<file path="src/rtl/alab_pkg.sv">
// ----------------------------------------------------------------------------
// alab_pkg
// Shared constants and the gamma table for the ambient light brightness block.
// ----------------------------------------------------------------------------
package alab_pkg;

    // Width of one brightness result.
    localparam int BRIGHT_W = 8;

    // Smallest brightness the block ever drives.
    localparam logic [BRIGHT_W-1:0] MIN_LEVEL = 8'd1;
    localparam logic [BRIGHT_W-1:0] MAX_LEVEL = 8'd255;

    // Gamma curve, indexed in reverse by the scaled window average.
    localparam logic [7:0] GAMMA_LUT [256] = '{
        8'd1,   8'd1,   8'd1,   8'd1,   8'd1,   8'd1,   8'd1,   8'd2,   8'd2,   8'd2,
        8'd2,   8'd3,   8'd3,   8'd3,   8'd4,   8'd4,   8'd5,   8'd5,   8'd5,   8'd6,
        8'd6,   8'd7,   8'd7,   8'd7,   8'd8,   8'd8,   8'd9,   8'd9,   8'd10,  8'd10,
        8'd11,  8'd11,  8'd12,  8'd12,  8'd13,  8'd13,  8'd14,  8'd15,  8'd15,  8'd16,
        8'd16,  8'd17,  8'd18,  8'd18,  8'd19,  8'd19,  8'd20,  8'd21,  8'd21,  8'd22,
        8'd23,  8'd23,  8'd24,  8'd25,  8'd25,  8'd26,  8'd27,  8'd27,  8'd28,  8'd29,
        8'd30,  8'd30,  8'd31,  8'd32,  8'd33,  8'd33,  8'd34,  8'd35,  8'd36,  8'd36,
        8'd37,  8'd38,  8'd39,  8'd40,  8'd40,  8'd41,  8'd42,  8'd43,  8'd44,  8'd44,
        8'd45,  8'd46,  8'd47,  8'd48,  8'd49,  8'd50,  8'd50,  8'd51,  8'd52,  8'd53,
        8'd54,  8'd55,  8'd56,  8'd57,  8'd58,  8'd58,  8'd59,  8'd60,  8'd61,  8'd62,
        8'd63,  8'd64,  8'd65,  8'd66,  8'd67,  8'd68,  8'd69,  8'd70,  8'd71,  8'd72,
        8'd73,  8'd74,  8'd75,  8'd76,  8'd77,  8'd78,  8'd79,  8'd80,  8'd81,  8'd82,
        8'd83,  8'd84,  8'd85,  8'd86,  8'd87,  8'd88,  8'd89,  8'd90,  8'd91,  8'd92,
        8'd93,  8'd94,  8'd95,  8'd97,  8'd98,  8'd99,  8'd100, 8'd101, 8'd102, 8'd103,
        8'd104, 8'd105, 8'd106, 8'd108, 8'd109, 8'd110, 8'd111, 8'd112, 8'd113, 8'd114,
        8'd116, 8'd117, 8'd118, 8'd119, 8'd120, 8'd121, 8'd123, 8'd124, 8'd125, 8'd126,
        8'd127, 8'd128, 8'd130, 8'd131, 8'd132, 8'd133, 8'd134, 8'd136, 8'd137, 8'd138,
        8'd139, 8'd141, 8'd142, 8'd143, 8'd144, 8'd145, 8'd147, 8'd148, 8'd149, 8'd150,
        8'd152, 8'd153, 8'd154, 8'd156, 8'd157, 8'd158, 8'd159, 8'd161, 8'd162, 8'd163,
        8'd165, 8'd166, 8'd167, 8'd168, 8'd170, 8'd171, 8'd172, 8'd174, 8'd175, 8'd176,
        8'd178, 8'd179, 8'd180, 8'd182, 8'd183, 8'd184, 8'd186, 8'd187, 8'd188, 8'd190,
        8'd191, 8'd192, 8'd194, 8'd195, 8'd197, 8'd198, 8'd199, 8'd201, 8'd202, 8'd203,
        8'd205, 8'd206, 8'd208, 8'd209, 8'd210, 8'd212, 8'd213, 8'd215, 8'd216, 8'd218,
        8'd219, 8'd220, 8'd222, 8'd223, 8'd225, 8'd226, 8'd228, 8'd229, 8'd230, 8'd232,
        8'd233, 8'd235, 8'd236, 8'd238, 8'd239, 8'd241, 8'd242, 8'd244, 8'd245, 8'd247,
        8'd248, 8'd250, 8'd251, 8'd253, 8'd254, 8'd255
    };

endpackage

</file>
<file path="src/rtl/alab_stream_if.sv">
// ----------------------------------------------------------------------------
// alab_sample_if / alab_level_if
// Valid/ready channels for light samples in and brightness items out.
// ----------------------------------------------------------------------------
interface alab_sample_if #(
    parameter int SAMPLE_BITS = 10
) ();
    logic                   valid;
    logic                   ready;
    logic [SAMPLE_BITS-1:0] light_sample;

    modport source (output valid, output light_sample, input ready);
    modport sink   (input valid, input light_sample, output ready);
endinterface

interface alab_level_if import alab_pkg::*; ();
    logic                valid;
    logic                ready;
    logic [BRIGHT_W-1:0] brightness;

    modport source (output valid, output brightness, input ready);
    modport sink   (input valid, input brightness, output ready);
endinterface

</file>
<file path="src/rtl/alab_ram.sv">
// ----------------------------------------------------------------------------
// alab_ram
// Simple dual-port RAM, one write and one registered read port.
// ----------------------------------------------------------------------------
module alab_ram #(
    parameter int WIDTH = 10,
    parameter int DEPTH = 30,
    parameter int ADDR_W = (DEPTH > 1) ? $clog2(DEPTH) : 1
) (
    input  logic              i_clk,
    input  logic              i_we,
    input  logic [ADDR_W-1:0] i_waddr,
    input  logic [WIDTH-1:0]  i_wdata,
    input  logic              i_re,
    input  logic [ADDR_W-1:0] i_raddr,
    output logic [WIDTH-1:0]  o_rdata
);
    logic [WIDTH-1:0] r_mem [DEPTH];
    logic [WIDTH-1:0] r_rdata;

    always_ff @(posedge i_clk) begin
        if (i_we) begin
            r_mem[i_waddr] <= i_wdata;
        end
        if (i_re) begin
            r_rdata <= r_mem[i_raddr];
        end
    end

    assign o_rdata = r_rdata;
endmodule

</file>
<file path="src/rtl/ambient_light_auto_brightness.sv">
// ----------------------------------------------------------------------------
// ambient_light_auto_brightness
// Moving average of light samples, scaled and mapped through a gamma curve.
// ----------------------------------------------------------------------------
// Usage:
//   i_sample carries one light sample per item; o_level returns one
//   brightness item for every sample, in order. The block works on one
//   item at a time: i_sample.ready is high only while it is idle.
//   After an accepted sample the window sum is updated one bit per cycle
//   in S_SUM, after S_LOAD; in S_DIV the scaled sum is then divided by
//   the fill count one quotient bit per cycle, after S_PREP. S_FIN loads
//   the result into the output register, and only then does the block
//   return to S_IDLE and take a new sample.
//   The result sits in an output register, so the next sample is taken
//   while o_level is stalled; a finished result waits in the last state
//   until the output register is free.
//   Reset empties the window: the sum, the fill count and the write slot
//   return to zero and no result is pending. The sample ring needs no
//   clearing, since a read entry is used only once every entry was written.
// ----------------------------------------------------------------------------
module ambient_light_auto_brightness import alab_pkg::*; #(
    parameter int WINDOW      = 30,
    parameter int SAMPLE_BITS = 10
) (
    input  logic         i_clk,
    input  logic         i_rst_n,
    alab_sample_if.sink  i_sample,
    alab_level_if.source o_level
);
    localparam int PTR_W = (WINDOW > 1) ? $clog2(WINDOW) : 1;
    localparam int CNT_W = $clog2(WINDOW + 1);
    localparam int SUM_W = SAMPLE_BITS + CNT_W;
    localparam int NUM_W = SUM_W + 8;
    localparam int QB    = (SAMPLE_BITS > 10) ? SAMPLE_BITS - 2 : 8;
    localparam int EXT_W = QB + CNT_W;
    localparam int CTR_W = $clog2((SUM_W > QB) ? SUM_W : QB);

    typedef enum logic [5:0] {
        S_IDLE = 6'b000001,
        S_LOAD = 6'b000010,
        S_SUM  = 6'b000100,
        S_PREP = 6'b001000,
        S_DIV  = 6'b010000,
        S_FIN  = 6'b100000
    } t_state;

    t_state r_state, n_state;
    logic [PTR_W-1:0] r_wptr, n_wptr;
    logic [CNT_W-1:0] r_count, n_count;
    logic [SUM_W-1:0] r_sum, n_sum;
    logic [CTR_W-1:0] r_ctr, n_ctr;
    logic r_carry, n_carry;
    logic r_borrow, n_borrow;
    logic r_out_valid, n_out_valid;

    logic [SAMPLE_BITS-1:0] r_new, n_new;
    logic [SAMPLE_BITS-1:0] r_old, n_old;
    logic [CNT_W-1:0] r_rem, n_rem;
    logic [QB-1:0] r_dvd, n_dvd;
    logic [QB-1:0] r_q, n_q;
    logic [BRIGHT_W-1:0] r_brightness, n_brightness;

    logic accept;
    logic full;
    logic [SAMPLE_BITS-1:0] ram_rdata;

    logic add_bit, sub_bit;
    logic [NUM_W-1:0] num;
    logic [EXT_W-1:0] a_ext;
    logic [CNT_W:0] trial, trial_diff;
    logic trial_ge;
    logic [7:0] x_val;
    logic [7:0] level;
    logic out_free;

    assign i_sample.ready = (r_state == S_IDLE);
    assign accept = i_sample.valid && i_sample.ready;
    assign full = (r_count == CNT_W'(WINDOW));
    assign out_free = !r_out_valid || o_level.ready;

    alab_ram #(
        .WIDTH (SAMPLE_BITS),
        .DEPTH (WINDOW),
        .ADDR_W(PTR_W)
    ) u_ring (
        .i_clk  (i_clk),
        .i_we   (r_state == S_LOAD),
        .i_waddr(r_wptr),
        .i_wdata(r_new),
        .i_re   (accept),
        .i_raddr(r_wptr),
        .o_rdata(ram_rdata)
    );

    // Serial sum - old + new, LSB first, with one carry and one borrow.
    always_comb begin
        add_bit = r_sum[0] ^ r_new[0] ^ r_carry;
        sub_bit = add_bit ^ r_old[0] ^ r_borrow;
    end

    // The average is sum*255/1024 divided by the count; the low ten bits
    // of the product can go first without changing the floor.
    always_comb begin
        num   = {r_sum, 8'b0} - NUM_W'(r_sum);
        a_ext = EXT_W'(num[NUM_W-1:10]);
    end

    // One restoring division step.
    always_comb begin
        trial      = {r_rem, r_dvd[QB-1]};
        trial_ge   = (trial >= {1'b0, r_count});
        trial_diff = trial - {1'b0, r_count};
    end

    always_comb begin
        x_val = (r_q > QB'(255)) ? 8'd255 : r_q[7:0];
        level = MAX_LEVEL - GAMMA_LUT[~x_val];
        if (level == '0) begin
            level = MIN_LEVEL;
        end
    end

    always_comb begin
        n_state      = r_state;
        n_wptr       = r_wptr;
        n_count      = r_count;
        n_sum        = r_sum;
        n_ctr        = r_ctr;
        n_carry      = r_carry;
        n_borrow     = r_borrow;
        n_out_valid  = r_out_valid;
        n_new        = r_new;
        n_old        = r_old;
        n_rem        = r_rem;
        n_dvd        = r_dvd;
        n_q          = r_q;
        n_brightness = r_brightness;

        if (r_out_valid && o_level.ready) begin
            n_out_valid = 1'b0;
        end

        case (r_state)
            S_IDLE: begin
                if (accept) begin
                    n_new   = i_sample.light_sample[SAMPLE_BITS-1:0];
                    n_state = S_LOAD;
                end
            end
            S_LOAD: begin
                // The replaced entry leaves the sum only once the ring is full.
                n_old    = full ? ram_rdata : '0;
                n_carry  = 1'b0;
                n_borrow = 1'b0;
                n_ctr    = CTR_W'(SUM_W - 1);
                n_wptr   = (r_wptr == PTR_W'(WINDOW - 1)) ? '0 : r_wptr + 1'b1;
                if (!full) begin
                    n_count = r_count + 1'b1;
                end
                n_state = S_SUM;
            end
            S_SUM: begin
                n_sum    = {sub_bit, r_sum[SUM_W-1:1]};
                n_new    = r_new >> 1;
                n_old    = r_old >> 1;
                n_carry  = (r_sum[0] & r_new[0]) | (r_sum[0] & r_carry)
                         | (r_new[0] & r_carry);
                n_borrow = (~add_bit & r_old[0]) | (~(add_bit ^ r_old[0]) & r_borrow);
                n_ctr    = r_ctr - 1'b1;
                if (r_ctr == '0) begin
                    n_state = S_PREP;
                end
            end
            S_PREP: begin
                n_rem   = a_ext[EXT_W-1:QB];
                n_dvd   = a_ext[QB-1:0];
                n_ctr   = CTR_W'(QB - 1);
                n_state = S_DIV;
            end
            S_DIV: begin
                n_rem = trial_ge ? trial_diff[CNT_W-1:0] : trial[CNT_W-1:0];
                n_dvd = r_dvd << 1;
                n_q   = {r_q[QB-2:0], trial_ge};
                n_ctr = r_ctr - 1'b1;
                if (r_ctr == '0) begin
                    n_state = S_FIN;
                end
            end
            S_FIN: begin
                if (out_free) begin
                    n_brightness = level;
                    n_out_valid  = 1'b1;
                    n_state      = S_IDLE;
                end
            end
            default: begin
                n_state = S_IDLE;
            end
        endcase
    end

    always_ff @(posedge i_clk) begin
        if (!i_rst_n) begin
            r_state     <= S_IDLE;
            r_wptr      <= '0;
            r_count     <= '0;
            r_sum       <= '0;
            r_ctr       <= '0;
            r_carry     <= 1'b0;
            r_borrow    <= 1'b0;
            r_out_valid <= 1'b0;
        end else begin
            r_state     <= n_state;
            r_wptr      <= n_wptr;
            r_count     <= n_count;
            r_sum       <= n_sum;
            r_ctr       <= n_ctr;
            r_carry     <= n_carry;
            r_borrow    <= n_borrow;
            r_out_valid <= n_out_valid;
        end
    end

    always_ff @(posedge i_clk) begin
        r_new        <= n_new;
        r_old        <= n_old;
        r_rem        <= n_rem;
        r_dvd        <= n_dvd;
        r_q          <= n_q;
        r_brightness <= n_brightness;
    end

    assign o_level.valid      = r_out_valid;
    assign o_level.brightness = r_brightness;
endmodule

</file>
<file path="src/flat_wrapper.sv">
// flat-port wrapper written by rule: the top's interface ports become plain ports
module ambient_light_auto_brightness_flat import alab_pkg::*;
#(
    parameter int WINDOW      = 30,
    parameter int SAMPLE_BITS = 10
)
  (i_clk, i_rst_n, i_sample_valid, i_sample_light_sample, i_sample_ready, o_level_valid, o_level_brightness, o_level_ready);
  alab_sample_if #(.SAMPLE_BITS(SAMPLE_BITS)) i_sample_i ();
  alab_level_if o_level_i ();
  input  logic i_clk;
  input  logic i_rst_n;
  input wire logic [$bits(i_sample_i.valid)-1:0] i_sample_valid;
  input wire logic [$bits(i_sample_i.light_sample)-1:0] i_sample_light_sample;
  output wire logic [$bits(i_sample_i.ready)-1:0] i_sample_ready;
  output wire logic [$bits(o_level_i.valid)-1:0] o_level_valid;
  output wire logic [$bits(o_level_i.brightness)-1:0] o_level_brightness;
  input wire logic [$bits(o_level_i.ready)-1:0] o_level_ready;
  assign i_sample_i.valid = i_sample_valid;
  assign i_sample_i.light_sample = i_sample_light_sample;
  assign i_sample_ready = i_sample_i.ready;
  assign o_level_valid = o_level_i.valid;
  assign o_level_brightness = o_level_i.brightness;
  assign o_level_i.ready = o_level_ready;
  ambient_light_auto_brightness #(.WINDOW(WINDOW), .SAMPLE_BITS(SAMPLE_BITS)) u_core (.i_clk(i_clk), .i_rst_n(i_rst_n), .i_sample(i_sample_i), .o_level(o_level_i));
endmodule
</file>
<file path="config.mk">
export PLATFORM = sky130hd
export DESIGN_NAME = ambient_light_auto_brightness_flat
export DESIGN_NICKNAME = d
export VERILOG_FILES = /design/src/rtl/alab_pkg.sv /design/src/rtl/alab_stream_if.sv /design/src/rtl/alab_ram.sv /design/src/rtl/ambient_light_auto_brightness.sv /design/src/flat_wrapper.sv
export SDC_FILE = /design/constraint.sdc
export NUM_CORES = 1
export LEC_CHECK = 0
export BUFFER_PORTS_ARGS = -buffer_cell sky130_fd_sc_hd__buf_2
export CAP_MARGIN = 0
export CORE_ASPECT_RATIO = 2
export CORE_UTILIZATION = 44
export DETAILED_ROUTE_END_ITERATION = 8
export SLEW_MARGIN = 10
export SYNTH_ARGS = -nofsm -noshare
export SYNTH_HDL_FRONTEND = slang
export SYNTH_SLANG_ARGS = --single-unit
</file>
<file path="constraint.sdc">
create_clock -name i_clk -period 3.75 [get_ports i_clk]
set_clock_uncertainty 0.15 [all_clocks]
set_input_delay 0 -clock i_clk [delete_from_list [all_inputs] [get_ports i_clk]]
set_output_delay 0 -clock i_clk [all_outputs]
set_load 0.005 [all_outputs]
</file>
Word-level counts from Yosys, hierarchy flattened
Memories as Yosys holds them, arrays and structs flattened. A register that Yosys moved wholly into a read port is not among the register bits.
Index checks and enable logic that the tools add are counted.
Widths: inputs -> output; s select.
{"block": "classes", "n_addsub": 6, "magnitude_cmp": 3, "n_eq_ne": 12, "muxes": 24, "n_bitwise": 17, "n_reduce_logical": 15}
{"cell": "$pmux 10 s2", "n": 2}
{"cell": "$pmux 6 s6", "n": 1}
{"cell": "$mux 6", "n": 4}
{"cell": "$mux 8", "n": 3}
{"cell": "$sub 23x15->23", "n": 1}
{"cell": "$mux 10", "n": 2}
{"cell": "$pmux 8 s2", "n": 1}
{"cell": "$pmux 4 s3", "n": 1}
{"cell": "$add 5x1->5 const B", "n": 2}
{"cell": "$eq 5x5->1 const B", "n": 2}
{"cell": "$mux 5", "n": 2}
{"cell": "$pmux 5 s2", "n": 1}
{"cell": "$ge 9x9->1 const B", "n": 1}
{"cell": "$not 8->9", "n": 1}
{"cell": "$gt 8x8->1 const B", "n": 1}
{"cell": "$logic_not 8->1", "n": 1}
{"cell": "$not 8->8", "n": 1}
{"cell": "$sub 8x8->8 const A", "n": 1}
{"cell": "$eq 6x1->1 const B", "n": 1}
{"cell": "$eq 6x2->1 const B", "n": 1}
{"cell": "$eq 6x3->1 const B", "n": 1}
{"cell": "$eq 6x4->1 const B", "n": 1}
{"cell": "$eq 6x5->1 const B", "n": 1}
{"cell": "$eq 6x6->1 const B", "n": 1}
{"cell": "other kinds (20)", "n": 43}
{"block": "word_totals", "register_bits": 87, "ram_bits": 300, "romBits": 2048, "in_bits": 14, "elab_cells": 93, "n_memories": 2}
{"memory": "(name not given)", "depth": 256, "word_bits": 8, "read_ports": 1, "rd_ports_with_merged_regs": 0, "write_ports": 0, "line_no": "ambient_light_auto_brightness.sv:117", "text": "level = MAX_LEVEL - GAMMA_LUT[~x_val];"}
{"memory": "u_core.u_ring.r_mem", "depth": 30, "word_bits": 10, "read_ports": 1, "rd_ports_with_merged_regs": 1, "write_ports": 1, "line_no": "alab_ram.sv:18", "text": "logic [WIDTH-1:0] r_mem [DEPTH];"}

Longest topological paths before layout
Gate-level depths: netlist (run 1).
{"block": "depth", "ltp_word": 9, "ltp_mapped": 12, "depth_no_buf": 10}

Hierarchy
Synthesis (run 1) repeated with hierarchy kept, for this count alone.
{"block": "hier_totals", "hier_cells": 1268, "area_unflattened_um2": 17840.9}
{"module": "alab_ram", "n_inst": 1, "cells_per_inst": 541, "area_each_um2": 11836.4, "seq_area_each_um2": 9308.9}
{"module": "ambient_light_auto_brightness", "n_inst": 1, "cells_per_inst": 727, "area_each_um2": 6004.5, "seq_area_each_um2": 2232.1}

Least setup slack after synthesis (run 1)
No wires, ideal clock.
{"block": "synth_timing", "kind": "register -> register", "from": "register u_core.r_q[2]", "to": "register u_core.r_brightness[0], in the netlist u_core.o_level.brightness[0] (data pin)", "arrival_time_ns": 2.778, "slack_ns": 0.673, "stages_incl_launch_ff": 12, "n_path_buf": 2, "period_less_slack_ns": 3.077, "cell_sequence": "edfxtp_1 > buf_4 > clkinv_1 > buf_1 > ha_1 > nor2b_1 > nor3_1 > a221o_1 > nand2_1 > a31oi_1 > or4_1 > o211ai_2"}
{"block": "synth_via", "elab_chain_cells": 9}
{"element": "start: declaration", "line_no": "ambient_light_auto_brightness.sv:60", "text": "logic [QB-1:0] r_q, n_q;"}
{"element": "start signal: assignment", "line_no": "ambient_light_auto_brightness.sv:229", "text": "r_q <= n_q;"}
{"element": "$gt 8x8->1", "line_no": "ambient_light_auto_brightness.sv:116", "text": "x_val = (r_q > QB'(255)) ? 8'd255 : r_q[7:0];"}
{"element": "$mux 8 (*)", "line_no": "ambient_light_auto_brightness.sv:116"}
{"element": "$not 8->8 (*)", "line_no": "ambient_light_auto_brightness.sv:117"}
{"element": "$not 8->9 (*)", "line_no": "ambient_light_auto_brightness.sv:117"}
{"element": "$mem_v2 256x8 (*)"}
{"element": "$mux 8 (not written as such) (*) (2 in a row)", "line_no": "ambient_light_auto_brightness.sv:117"}
{"element": "$sub 8x8->8 (*)", "line_no": "ambient_light_auto_brightness.sv:117"}
{"element": "$logic_not 8->1", "line_no": "ambient_light_auto_brightness.sv:118", "text": "if (level == '0) begin"}
{"element": "end signal: assignment", "line_no": "ambient_light_auto_brightness.sv:230", "text": "r_brightness <= n_brightness;"}
{"element": "end: declaration", "line_no": "ambient_light_auto_brightness.sv:61", "text": "logic [BRIGHT_W-1:0] r_brightness, n_brightness;"}
Every way passes the cells marked *; elsewhere a longest branch is shown, timed or not. The select of a mux whose other input is x is not followed.
A chain may end at the register's enable or synchronous reset.

Worst setup path after layout (run 1)
{"block": "layout_timing", "from": "register u_core.r_q[3]", "to": "register u_core.r_brightness[0], in the netlist u_core.o_level.brightness[0] (data pin)"}
Same word-level chain as after synthesis.

==> flow_summary.json, run 1 <==
{
  "maxSlewViolCount": 0,
  "p_per_area_nw_per_um2": 462,
  "synth_largest_area_cell": "edfxtp_1",
  "synth_top_cells_by_area": "edfxtp_1 60%, mux4_2 9.5%, dfxtp_1 4.3%",
  "syn_nets": 1310,
  "yosysTopAreaCellShare_pct": 60.4,
  "critPathLaunchType": "flop",
  "internal-power_mw": 7.26,
  "async_reset_ff_share_pct": 0,
  "holdPathStages": 4,
  "synthesis.area_um2": 17800,
  "dr_wl_met2_um": 25700,
  "hold_viol_final": 0,
  "synth.distinct_cells": 74,
  "setup_tns_ns": 0,
  "pin_count": 24,
  "worstHoldStart": "i_sample_light_sample[2]",
  "layout-drive-gt1-share_pct": 17.8,
  "synth_edf_count": 359,
  "grt_start_max_net_pins": 45,
  "crit_family": "flip-flops",
  "crit_path_end_kind": "flop",
  "period_share_pct": 87.3,
  "syn_inst": 1262,
  "dp_cells": 1818,
  "status": "completed",
  "initial_core_util_pct": 44.5,
  "wl_um": 45600,
  "cp_slowest_stage_delay_ns": 0.85,
  "die-width_um": 144,
  "drc": 0,
  "portBuffers": 23,
  "required_ns": 3.97,
  "hold_ws_ns": 0.121,
  "vdd_drop_max_mv": 0.360,
  "min_to": "u_core.r_new[2]$_DFFE_PP_",
  "cts-resized-gates": 0,
  "switching_power_mw": 2.06,
  "hold_path.class": "in2reg",
  "syn2layout_area_growth_pct": 13.0,
  "vias": 11000,
  "synthFlopType": "edfxtp_1",
  "clk_pin_slew_worst_paths_ns": 0.07,
  "crit_type": "reg2reg",
  "p_leak_nw": 6.66,
  "setup_viol": 0,
  "drv_cap": 0,
  "synth-seq-area-share_pct": 64.7,
  "wl_met1_um": 15600,
  "nets": 1390,
  "post_cts.repair.setup_buffers": 0,
  "yosysWarnings": 0,
  "clock-sinks": 397,
  "final_cell_mix": "359 x edfxtp_1, 129 x nand2_1, 97 x nor2_1",
  "numCtsBuffers": 36,
  "grt_pass1_vias": 11300,
  "swShare_pct": 22.1,
  "drtIter0Drc": 634,
  "reg2reg_depth": 8,
  "cts_tree": "yes",
  "htreeDepth": 2,
  "antenna_found_initial": 0,
  "grt_use_total_pct": 23.0,
  "grt_pass1_wl_um": 69000,
  "clkPwrFrac_pct": 38.8,
  "worst_path_max_delay_cell": "edfxtp_1",
  "fmax_ghz": 0.305,
  "arrival_ns": 3.50,
  "r2r_end": "u_core.o_level.brightness[0]$_SDFFCE_PN1P_",
  "reg2reg_slack_ns": 0.48,
  "final_common_cell": "edfxtp_1",
  "pwr-share-comb_pct": 5.6,
  "coreArea_um2": 40100,
  "clk_latency_ns": 0.53,
  "worstPathCellList": "buf_4 > buf_4 > nor2b_1 > or2_2 > mux4_2 > o211ai_1 > o211ai_1 > o211ai_2",
  "power_frac_seq_pct": 55.5,
  "dr.pass1.iters": 5,
  "gp_congestion": 0.971,
  "wl_per_cell_um": 24.0,
  "overflow": 0,
  "fill_cells": 3521,
  "rows": 104,
  "viasPerCell": 5.80,
  "r2r_start": "u_core.r_q[3]$_DFFE_PP_",
  "cts_buffer_depth": 3,
  "top_layer": "met4",
  "worst-slew-pin-transition_ns": 1.27,
  "postRouteAntennaNets": 0,
  "dp_hpwl_um": 31200,
  "die_area_um2": 41400,
  "finalCriticalPeriod_ns": 3.27,
  "cp.buffers_inverters": 2,
  "syn_area_per_cell_um2": 14.1,
  "diodes": 0,
  "synth_seq_cells": 397,
  "dr_wl_met3_um": 1420,
  "relSlewSlack_pct": 15.3,
  "crit_fanout": 22,
  "dieHeight_um": 287,
  "final_cells": 1897,
  "rsz0062_at_grt": "false",
  "cts-root-buf": "clkbuf_16"
}
==> metal layers <==
metal	vias to the layer above	track usage (%)
li1	4982	-
met1	5577	23.9
met2	306	43.2
met3	140	2.37
met4	0	14.2
met5	-	0
==> worst reg2reg max path, stage by stage, from the launching register on <==
cell	delay (ns)
edfxtp_1	0.85
buf_4	0.32
buf_4	0.24
nor2b_1	0.12
or2_2	0.30
mux4_2	0.46
o211ai_1	0.37
o211ai_1	0.20
o211ai_2	0.11
==> worst max-delay path by stage <==
stage | from | slack [ns] | endpoint | depth (start not counted)
after floorplan | u_core.r_q[2]$_DFFE_PP_ | 0.67 | u_core.o_level.brightness[0]$_SDFFCE_PN1P_ | 11
after global placement | u_core.r_q[1]$_DFFE_PP_ | 0.72 | u_core.o_level.brightness[0]$_SDFFCE_PN1P_ | 9
after detailed placement | u_core.r_q[1]$_DFFE_PP_ | 0.64 | u_core.o_level.brightness[0]$_SDFFCE_PN1P_ | 9
after CTS | u_core.r_q[1]$_DFFE_PP_ | 0.60 | u_core.o_level.brightness[0]$_SDFFCE_PN1P_ | 9
after global routing | u_core.r_q[3]$_DFFE_PP_ | 0.40 | u_core.o_level.brightness[0]$_SDFFCE_PN1P_ | 8
final | u_core.r_q[3]$_DFFE_PP_ | 0.48 | u_core.o_level.brightness[0]$_SDFFCE_PN1P_ | 8
==> metrics by stage <==
step	setup slack [ns]	utilization, %	power (mW)	area, um^2
6_report	0.476	50.3	9.32	20200
5_1_grt	0.397	50.3	9.60	20200
4_1_cts	0.596	50.3	9.41	20200
3_5_place_dp	0.638	47.1	5.79	18900
3_3_place_gp	0.722	47.1	5.77	18900
2_1_floorplan	0.673	-	5.52	17800
==> what timing repair did <==
action                                  CTS  global route
endpoints found under the setup margin    0             0
hold endpoints to repair                 53             0
hold buffers                             15             0
==> Yosys cell counts (17+ instances only) <==
cell,n
edfxtp_1,359
a21boi_0,21
nor3_1,17
o21ai_0,46
inv_1,36
nor2b_1,31
buf_2,19
nand3_1,17
a21oi_1,53
clkbuf_1,38
nor2_1,97
mux4_2,75
nand2_1,129
ha_1,31
dfxtp_1,38
a22oi_1,23
==> kinds of logic (layout without fill, tap and decap cells) <==
group,count (synthesis),in the layout,synth area share (%)
xor gates and xnor gates,19,19,0.932
and+or+nand+nor,376,376,10.0
buffers and inverters,112,217,2.74
DFF,397,397,64.7
muxes,94,94,10.6
AOI/OAI and AO/OA,230,230,8.57
adders and majority gates,34,34,2.51
==> flip-flops by register name, indices dropped and copies added (netlist names) <==
signal / count
u_core.r_dvd: 8
u_core.r_rem: 5
u_core.r_state: 6
u_core.r_wptr: 5
u_core.o_level.valid: 1
u_core.u_ring.r_mem: 300
u_core.r_borrow: 1
u_core.o_level.brightness: 8
u_core.r_ctr: 4
u_core.r_new: 10
u_core.r_count: 5
u_core.r_sum: 15
u_core.r_q: 8
u_core.u_ring.o_rdata: 10
u_core.r_carry: 1
u_core.r_old: 10
==> power by group through the flow <==
stage | Sequential [mW] | Combinational (mW) | Clock, mW
detailed placement | 5.29 | 0.504 | 0
finish | 5.17 | 0.526 | 3.62
CTS | 5.19 | 0.519 | 3.70
global route | 5.19 | 0.566 | 3.84
global placement | 5.27 | 0.494 | 0
floorplan | 5.19 | 0.332 | 0
==> area by class of cell <==
class,instances,area (um^2),area share (%)
Sequential cell,397,11500,57.2
Timing Repair Buffer,114,856,4.24
Tap cell,530,663,3.29
Clock inverter,15,141,0.701
Inverter,40,150,0.744
Clock buffer,48,998,4.95
Multi-Input combinational cell,753,5820,28.8
Power figures use the tool's default switching activity.
==> run 2: changes to the inputs <==
--- a/config.mk
+++ b/config.mk
@@ -11,4 +11,6 @@
 export CORE_UTILIZATION = 44
 export DETAILED_ROUTE_END_ITERATION = 8
+export HOLD_SLACK_MARGIN = 0.08
+export RECOVER_POWER = 50
 export SLEW_MARGIN = 10
 export SYNTH_ARGS = -nofsm -noshare
==> constraint.sdc (replaced) <==
create_clock -name i_clk -period 3.75 [get_ports i_clk]
set_clock_uncertainty 0.15 [all_clocks]
set_input_delay 0.5625 -clock i_clk [delete_from_list [all_inputs] [get_ports i_clk]]
set_output_delay 0.5625 -clock i_clk [all_outputs]
set_load 0.005 [all_outputs]
==> flow_summary.json, run 2 (same netlist as run 1, synthesis figures left out) <==
{
  "numCtsBuffers": 36,
  "r2r_end": "u_core.o_level.brightness[0]$_SDFFCE_PN1P_",
  "wl_met1_um": 15400,
  "portBuffers": 23,
  "htreeDepth": 2,
  "reg2reg_depth": 8,
  "finalCriticalPeriod_ns": 3.38,
  "total_power_mw": 9.29,
  "crit_path_end_kind": "flop",
  "grt_use_total_pct": 22.9,
  "nets": 1375,
  "top_layer": "met4",
  "violations": "capacitance limit, slew limit",
  "die_area_um2": 41400,
  "clk_latency_ns": 0.53,
  "overflow": 0,
  "largest_register_ffs": 300,
  "worstHoldStart": "i_sample_valid",
  "layout-drive-gt1-share_pct": 16.5,
  "vdd_drop_max_mv": 0.360,
  "arrival_ns": 3.60,
  "drv_cap": 3,
  "coreArea_um2": 40100,
  "hold_viol_final": 0,
  "rsz0062_at_grt": "false",
  "cts-resized-gates": 0,
  "final_common_cell": "edfxtp_1",
  "cts_hold_buf": 0,
  "cts_buffer_depth": 3,
  "setup_viol": 0,
  "dr.pass1.iters": 5,
  "clk_pin_slew_worst_paths_ns": 0.06,
  "post_cts.repair.setup_buffers": 0,
  "dieHeight_um": 287,
  "final_cell_mix": "359 x edfxtp_1, 129 x nand2_1, 97 x nor2_1",
  "pin_count": 24,
  "crit_type": "reg2reg",
  "dr_wl_met2_um": 25700,
  "rows": 104,
  "holdPathStages": 2,
  "postRouteAntennaNets": 0,
  "gp_congestion": 0.971,
  "relSlewSlack_pct": -13.4,
  "regMostFlops": "u_core.u_ring.r_mem",
  "die-width_um": 144,
  "diodes": 0,
  "grt_pass1_wl_um": 68700,
  "r2r_start": "u_core.r_q[2]$_DFFE_PP_",
  "required_ns": 3.97,
  "drc": 0,
  "worst-slew-pin-transition_ns": 1.70,
  "p_per_area_nw_per_um2": 465,
  "drtIter0Drc": 601,
  "period_share_pct": 90.2,
  "p_leak_nw": 6.53,
  "min_to": "u_core.r_state[0]$_SDFFE_PN1P_",
  "dr_wl_met3_um": 1420,
  "viasPerCell": 5.80,
  "syn2layout_area_growth_pct": 11.9,
  "status": "complete, but fails checks",
  "cts-root-buf": "clkbuf_16",
  "dp_hpwl_um": 31200,
  "initial_core_util_pct": 44.5,
  "reg2reg_slack_ns": 0.37,
  "crit_fanout": 21,
  "fmax_ghz": 0.296,
  "setup_tns_ns": 0,
  "vias": 10900,
  "wl_um": 45400,
  "antenna_found_initial": 0,
  "clock-sinks": 397,
  "hold_path.class": "in2reg",
  "grt_start_max_net_pins": 45,
  "reg_top3": "u_core.u_ring.r_mem x300, u_core.r_sum x15",
  "maxSlewViolCount": 100,
  "grt_pass1_vias": 11200,
  "cts_tree": "yes",
  "critPathLaunchType": "flop",
  "wl_per_cell_um": 24.1
}
## run 2: cell count changes in the layout (fill, tap and decap cells not counted)
cell / change
buf_4: -10
inv_1: +1
dlygate4sd3_1: -15
inv_2: -1
and2_1: -5
or2_0: +1
buf_8: -1
and2_0: +5
or2_2: -1
clkbuf_1: +19
buf_2: -8
## run 2: metrics by stage
step                      hold WS [ns]  area [um^2]  setup WS [ns]  cells  utilization [%]
after floorplan                  0.271        17800          0.673   1262                -
after global placement           0.309        18900          0.722   1818             47.1
after detailed placement         0.330        18900          0.638   1818             47.1
after CTS                        0.105        20000          0.596   1881             49.9
after global routing             0.118        20000          0.243   1882             49.8
final                            0.126        20000          0.369   1882             49.8
## run 2: area by class of cell
type / instances / area (um^2)
sequential: 397 / 11500
clock buffer: 48 / 998
inverter: 40 / 150
tap: 530 / 663
fill: 3551 / 20100
timing repair buffer: 99 / 647
clock inverter: 15 / 141
multi-input combinational: 753 / 5820
## run 2: layer usage
metal / vias to the layer above / GRT usage (%)
met1: 5552 / 23.8
met5: - / 0
li1: 4951 / -
met4: 0 / 14.1
met3: 137 / 2.35
met2: 284 / 43.1
## run 2: worst max path at each step
stage	startpoint	to	slack, ns	depth (start not counted)
floorplan	u_core.r_q[2]$_DFFE_PP_	u_core.o_level.brightness[0]$_SDFFCE_PN1P_	0.67	11
global placement	u_core.r_q[1]$_DFFE_PP_	u_core.o_level.brightness[0]$_SDFFCE_PN1P_	0.72	9
detailed placement	u_core.r_q[1]$_DFFE_PP_	u_core.o_level.brightness[0]$_SDFFCE_PN1P_	0.64	9
CTS	u_core.r_q[1]$_DFFE_PP_	u_core.o_level.brightness[0]$_SDFFCE_PN1P_	0.60	9
global route	u_core.r_state[0]$_SDFFE_PN1P_	u_core.r_new[5]$_DFFE_PP_	0.24	4
finish	u_core.r_q[2]$_DFFE_PP_	u_core.o_level.brightness[0]$_SDFFCE_PN1P_	0.37	8
## run 2: power by group
group          internal (mW)  switching (mW)  leakage [nW]
clock                   2.02            1.59         0.561
sequential              5.01           0.170          3.55
combinational          0.214           0.288          2.42
## run 2: critical path, stage by stage (launching register included)
cell and delay, ns:
edfxtp_1 0.37, clkbuf_1 0.72, nor2_1 0.31, and3_1 0.30, o31ai_1 0.23, o211ai_1 0.12, o31a_1 0.30, or4_1 0.56
o211ai_2 0.16
==> run 3: changes to the inputs <==
BUFFER_PORTS_ARGS = not set   (was -buffer_cell sky130_fd_sc_hd__buf_2)
CORE_ASPECT_RATIO = not set   (was 2)
DONT_BUFFER_PORTS = 1   (was not set)
MAX_ROUTING_LAYER = met4   (was not set)
==> flow_summary.json, run 3 (same netlist as run 1, synthesis figures left out) <==
{
  "dr_wl_met3_um": 2220,
  "cts-root-buf": "clkbuf_16",
  "largest_register_ffs": 300,
  "reg2reg_depth": 7,
  "pin_count": 24,
  "design_area_um2": 19900,
  "vias": 10800,
  "p_per_area_nw_per_um2": 468,
  "relSlewSlack_pct": -22.9,
  "reg2reg_slack_ns": 0.50,
  "hold_viol_final": 0,
  "htreeDepth": 2,
  "worstHoldStart": "i_sample_light_sample[6]",
  "finalCriticalPeriod_ns": 3.25,
  "dp_hpwl_um": 25900,
  "swShare_pct": 21.7,
  "clk_latency_ns": 0.54,
  "required_ns": 3.98,
  "cts_tree": "yes",
  "worst-slew-pin-transition_ns": 1.84,
  "internal-power_mw": 7.30,
  "portBuffers": 0,
  "syn2layout_area_growth_pct": 11.8,
  "antenna_found_initial": 1,
  "die-width_um": 203,
  "grt_pass1_vias": 10700,
  "nets": 1355,
  "min_to": "u_core.r_new[6]$_DFFE_PP_",
  "diodes": 0,
  "setup_tns_ns": 0,
  "grt_start_max_net_pins": 69,
  "switching_power_mw": 2.03,
  "dp_slack_ns": 0.677,
  "setup_ws_ns": 0.497,
  "grt_pass1_wl_um": 63600,
  "wl_per_cell_um": 22.2,
  "coreArea_um2": 39900,
  "dr.pass1.iters": 6,
  "hold_path.class": "in2reg",
  "crit_path_end_kind": "flop",
  "die_area_um2": 41400,
  "cts-resized-gates": 0,
  "fmax_ghz": 0.307,
  "numCtsBuffers": 41,
  "rsz0062_at_grt": "false",
  "period_share_pct": 86.8,
  "maxSlewViolCount": 64,
  "p_leak_nw": 6.47,
  "drtIter0Drc": 831,
  "setup_viol": 0,
  "clkPwrFrac_pct": 39.4,
  "crit_type": "reg2reg",
  "power_frac_seq_pct": 55.4,
  "r2r_start": "u_core.r_q[4]$_DFFE_PP_",
  "grt_use_total_pct": 20.9,
  "drv_cap": 2,
  "cp-startpoint": "u_core.r_q[4]$_DFFE_PP_",
  "final_cell_mix": "359 x edfxtp_1, 129 x nand2_1, 97 x nor2_1",
  "place_area_um2": 18700,
  "violations": "capacitance limit, slew limit",
  "holdPathStages": 2,
  "layout-drive-gt1-share_pct": 14.7,
  "overflow": 0,
  "critPathLaunchType": "flop",
  "crit_fanout": 21,
  "final_common_cell": "edfxtp_1",
  "dr_wl_met2_um": 20000,
  "drc": 0,
  "clock-sinks": 397,
  "arrival_ns": 3.49,
  "status": "complete, but fails checks",
  "postRouteAntennaNets": 0,
  "cts_buffer_depth": 3,
  "regMostFlops": "u_core.u_ring.r_mem",
  "clk_pin_slew_worst_paths_ns": 0.06,
  "rows": 73,
  "viasPerCell": 5.80,
  "reg_top3": "u_core.u_ring.r_mem x300, u_core.r_sum x15",
  "wl_met1_um": 18100,
  "initial_core_util_pct": 44.7,
  "top_layer": "met4",
  "vdd_drop_max_mv": 0.389,
  "r2r_end": "u_core.o_level.brightness[0]$_SDFFCE_PN1P_",
  "dieHeight_um": 203,
  "pwr-share-comb_pct": 5.3,
  "wl_um": 41200,
  "gp_congestion": 0.910
}
[run 3: changes by cell type in the layout (fill, tap and decap cells not counted), moves of 3 or more]
cell           previous run  this run
buf_2                    15         0
buf_4                    64        49
dlygate4sd3_1             0         9
clkbuf_16                38        42
buf_12                    1         4
[run 3: critical path, stage by stage (launching register included)]
cell      delay (ns)
edfxtp_1        0.81
clkbuf_1        0.62
o211ai_1        0.28
and3_1          0.27
a21oi_1         0.11
a31oi_1         0.11
or4_1           0.58
o211ai_2        0.16
[run 3: metal layers]
layer  GRT usage (%)  vias up
met5               -        -
met2            33.1      333
met1            28.4     5431
li1                -     4931
met4            5.61        0
met3            2.86       86
[run 3: stage by stage]
step / util [%] / instances / hold WS (ns) / power [mW]
floorplan: - / 1262 / 0.271 / 5.52
global placement: 46.9 / 1779 / 0.317 / 5.73
detailed placement: 46.9 / 1779 / 0.322 / 5.75
CTS: 50.1 / 1859 / 0.0857 / 9.44
global route: 50.0 / 1860 / 0.0861 / 9.64
finish: 50.0 / 1860 / 0.108 / 9.33
[run 3: power groups by stage]
stage	Sequential, mW	Combinational, mW	Clock [mW]
5_1_grt	5.18	0.536	3.92
3_3_place_gp	5.26	0.471	0
2_1_floorplan	5.19	0.332	0
6_report	5.17	0.492	3.67
4_1_cts	5.18	0.497	3.77
3_5_place_dp	5.27	0.480	0
[run 3: worst max path at each step]
stage,end,slack (ns),cells past startpoint
2_1_floorplan,u_core.o_level.brightness[0]$_SDFFCE_PN1P_,0.67,11
3_3_place_gp,u_core.o_level.brightness[0]$_SDFFCE_PN1P_,0.70,9
3_5_place_dp,u_core.o_level.brightness[0]$_SDFFCE_PN1P_,0.68,9
4_1_cts,u_core.o_level.brightness[0]$_SDFFCE_PN1P_,0.64,9
5_1_grt,u_core.o_level.brightness[0]$_SDFFCE_PN1P_,0.29,9
6_report,u_core.o_level.brightness[0]$_SDFFCE_PN1P_,0.50,7
[run 3: final cells by class]
cell class | instances | area [um^2]
well taps | 525 | 657
flip-flops and latches | 397 | 11500
fillers | 3395 | 20000
clock inverters | 12 | 67.6
repair buffers | 74 | 583
multi-input cells | 753 | 5820
clock buffers | 59 | 1120
inverters | 40 | 150
[run 3: what timing repair did]
action                    4_1_cts  5_1_grt
hold endpoints to repair       40        0
setup buffers                   0        0
hold buffers                    9        0
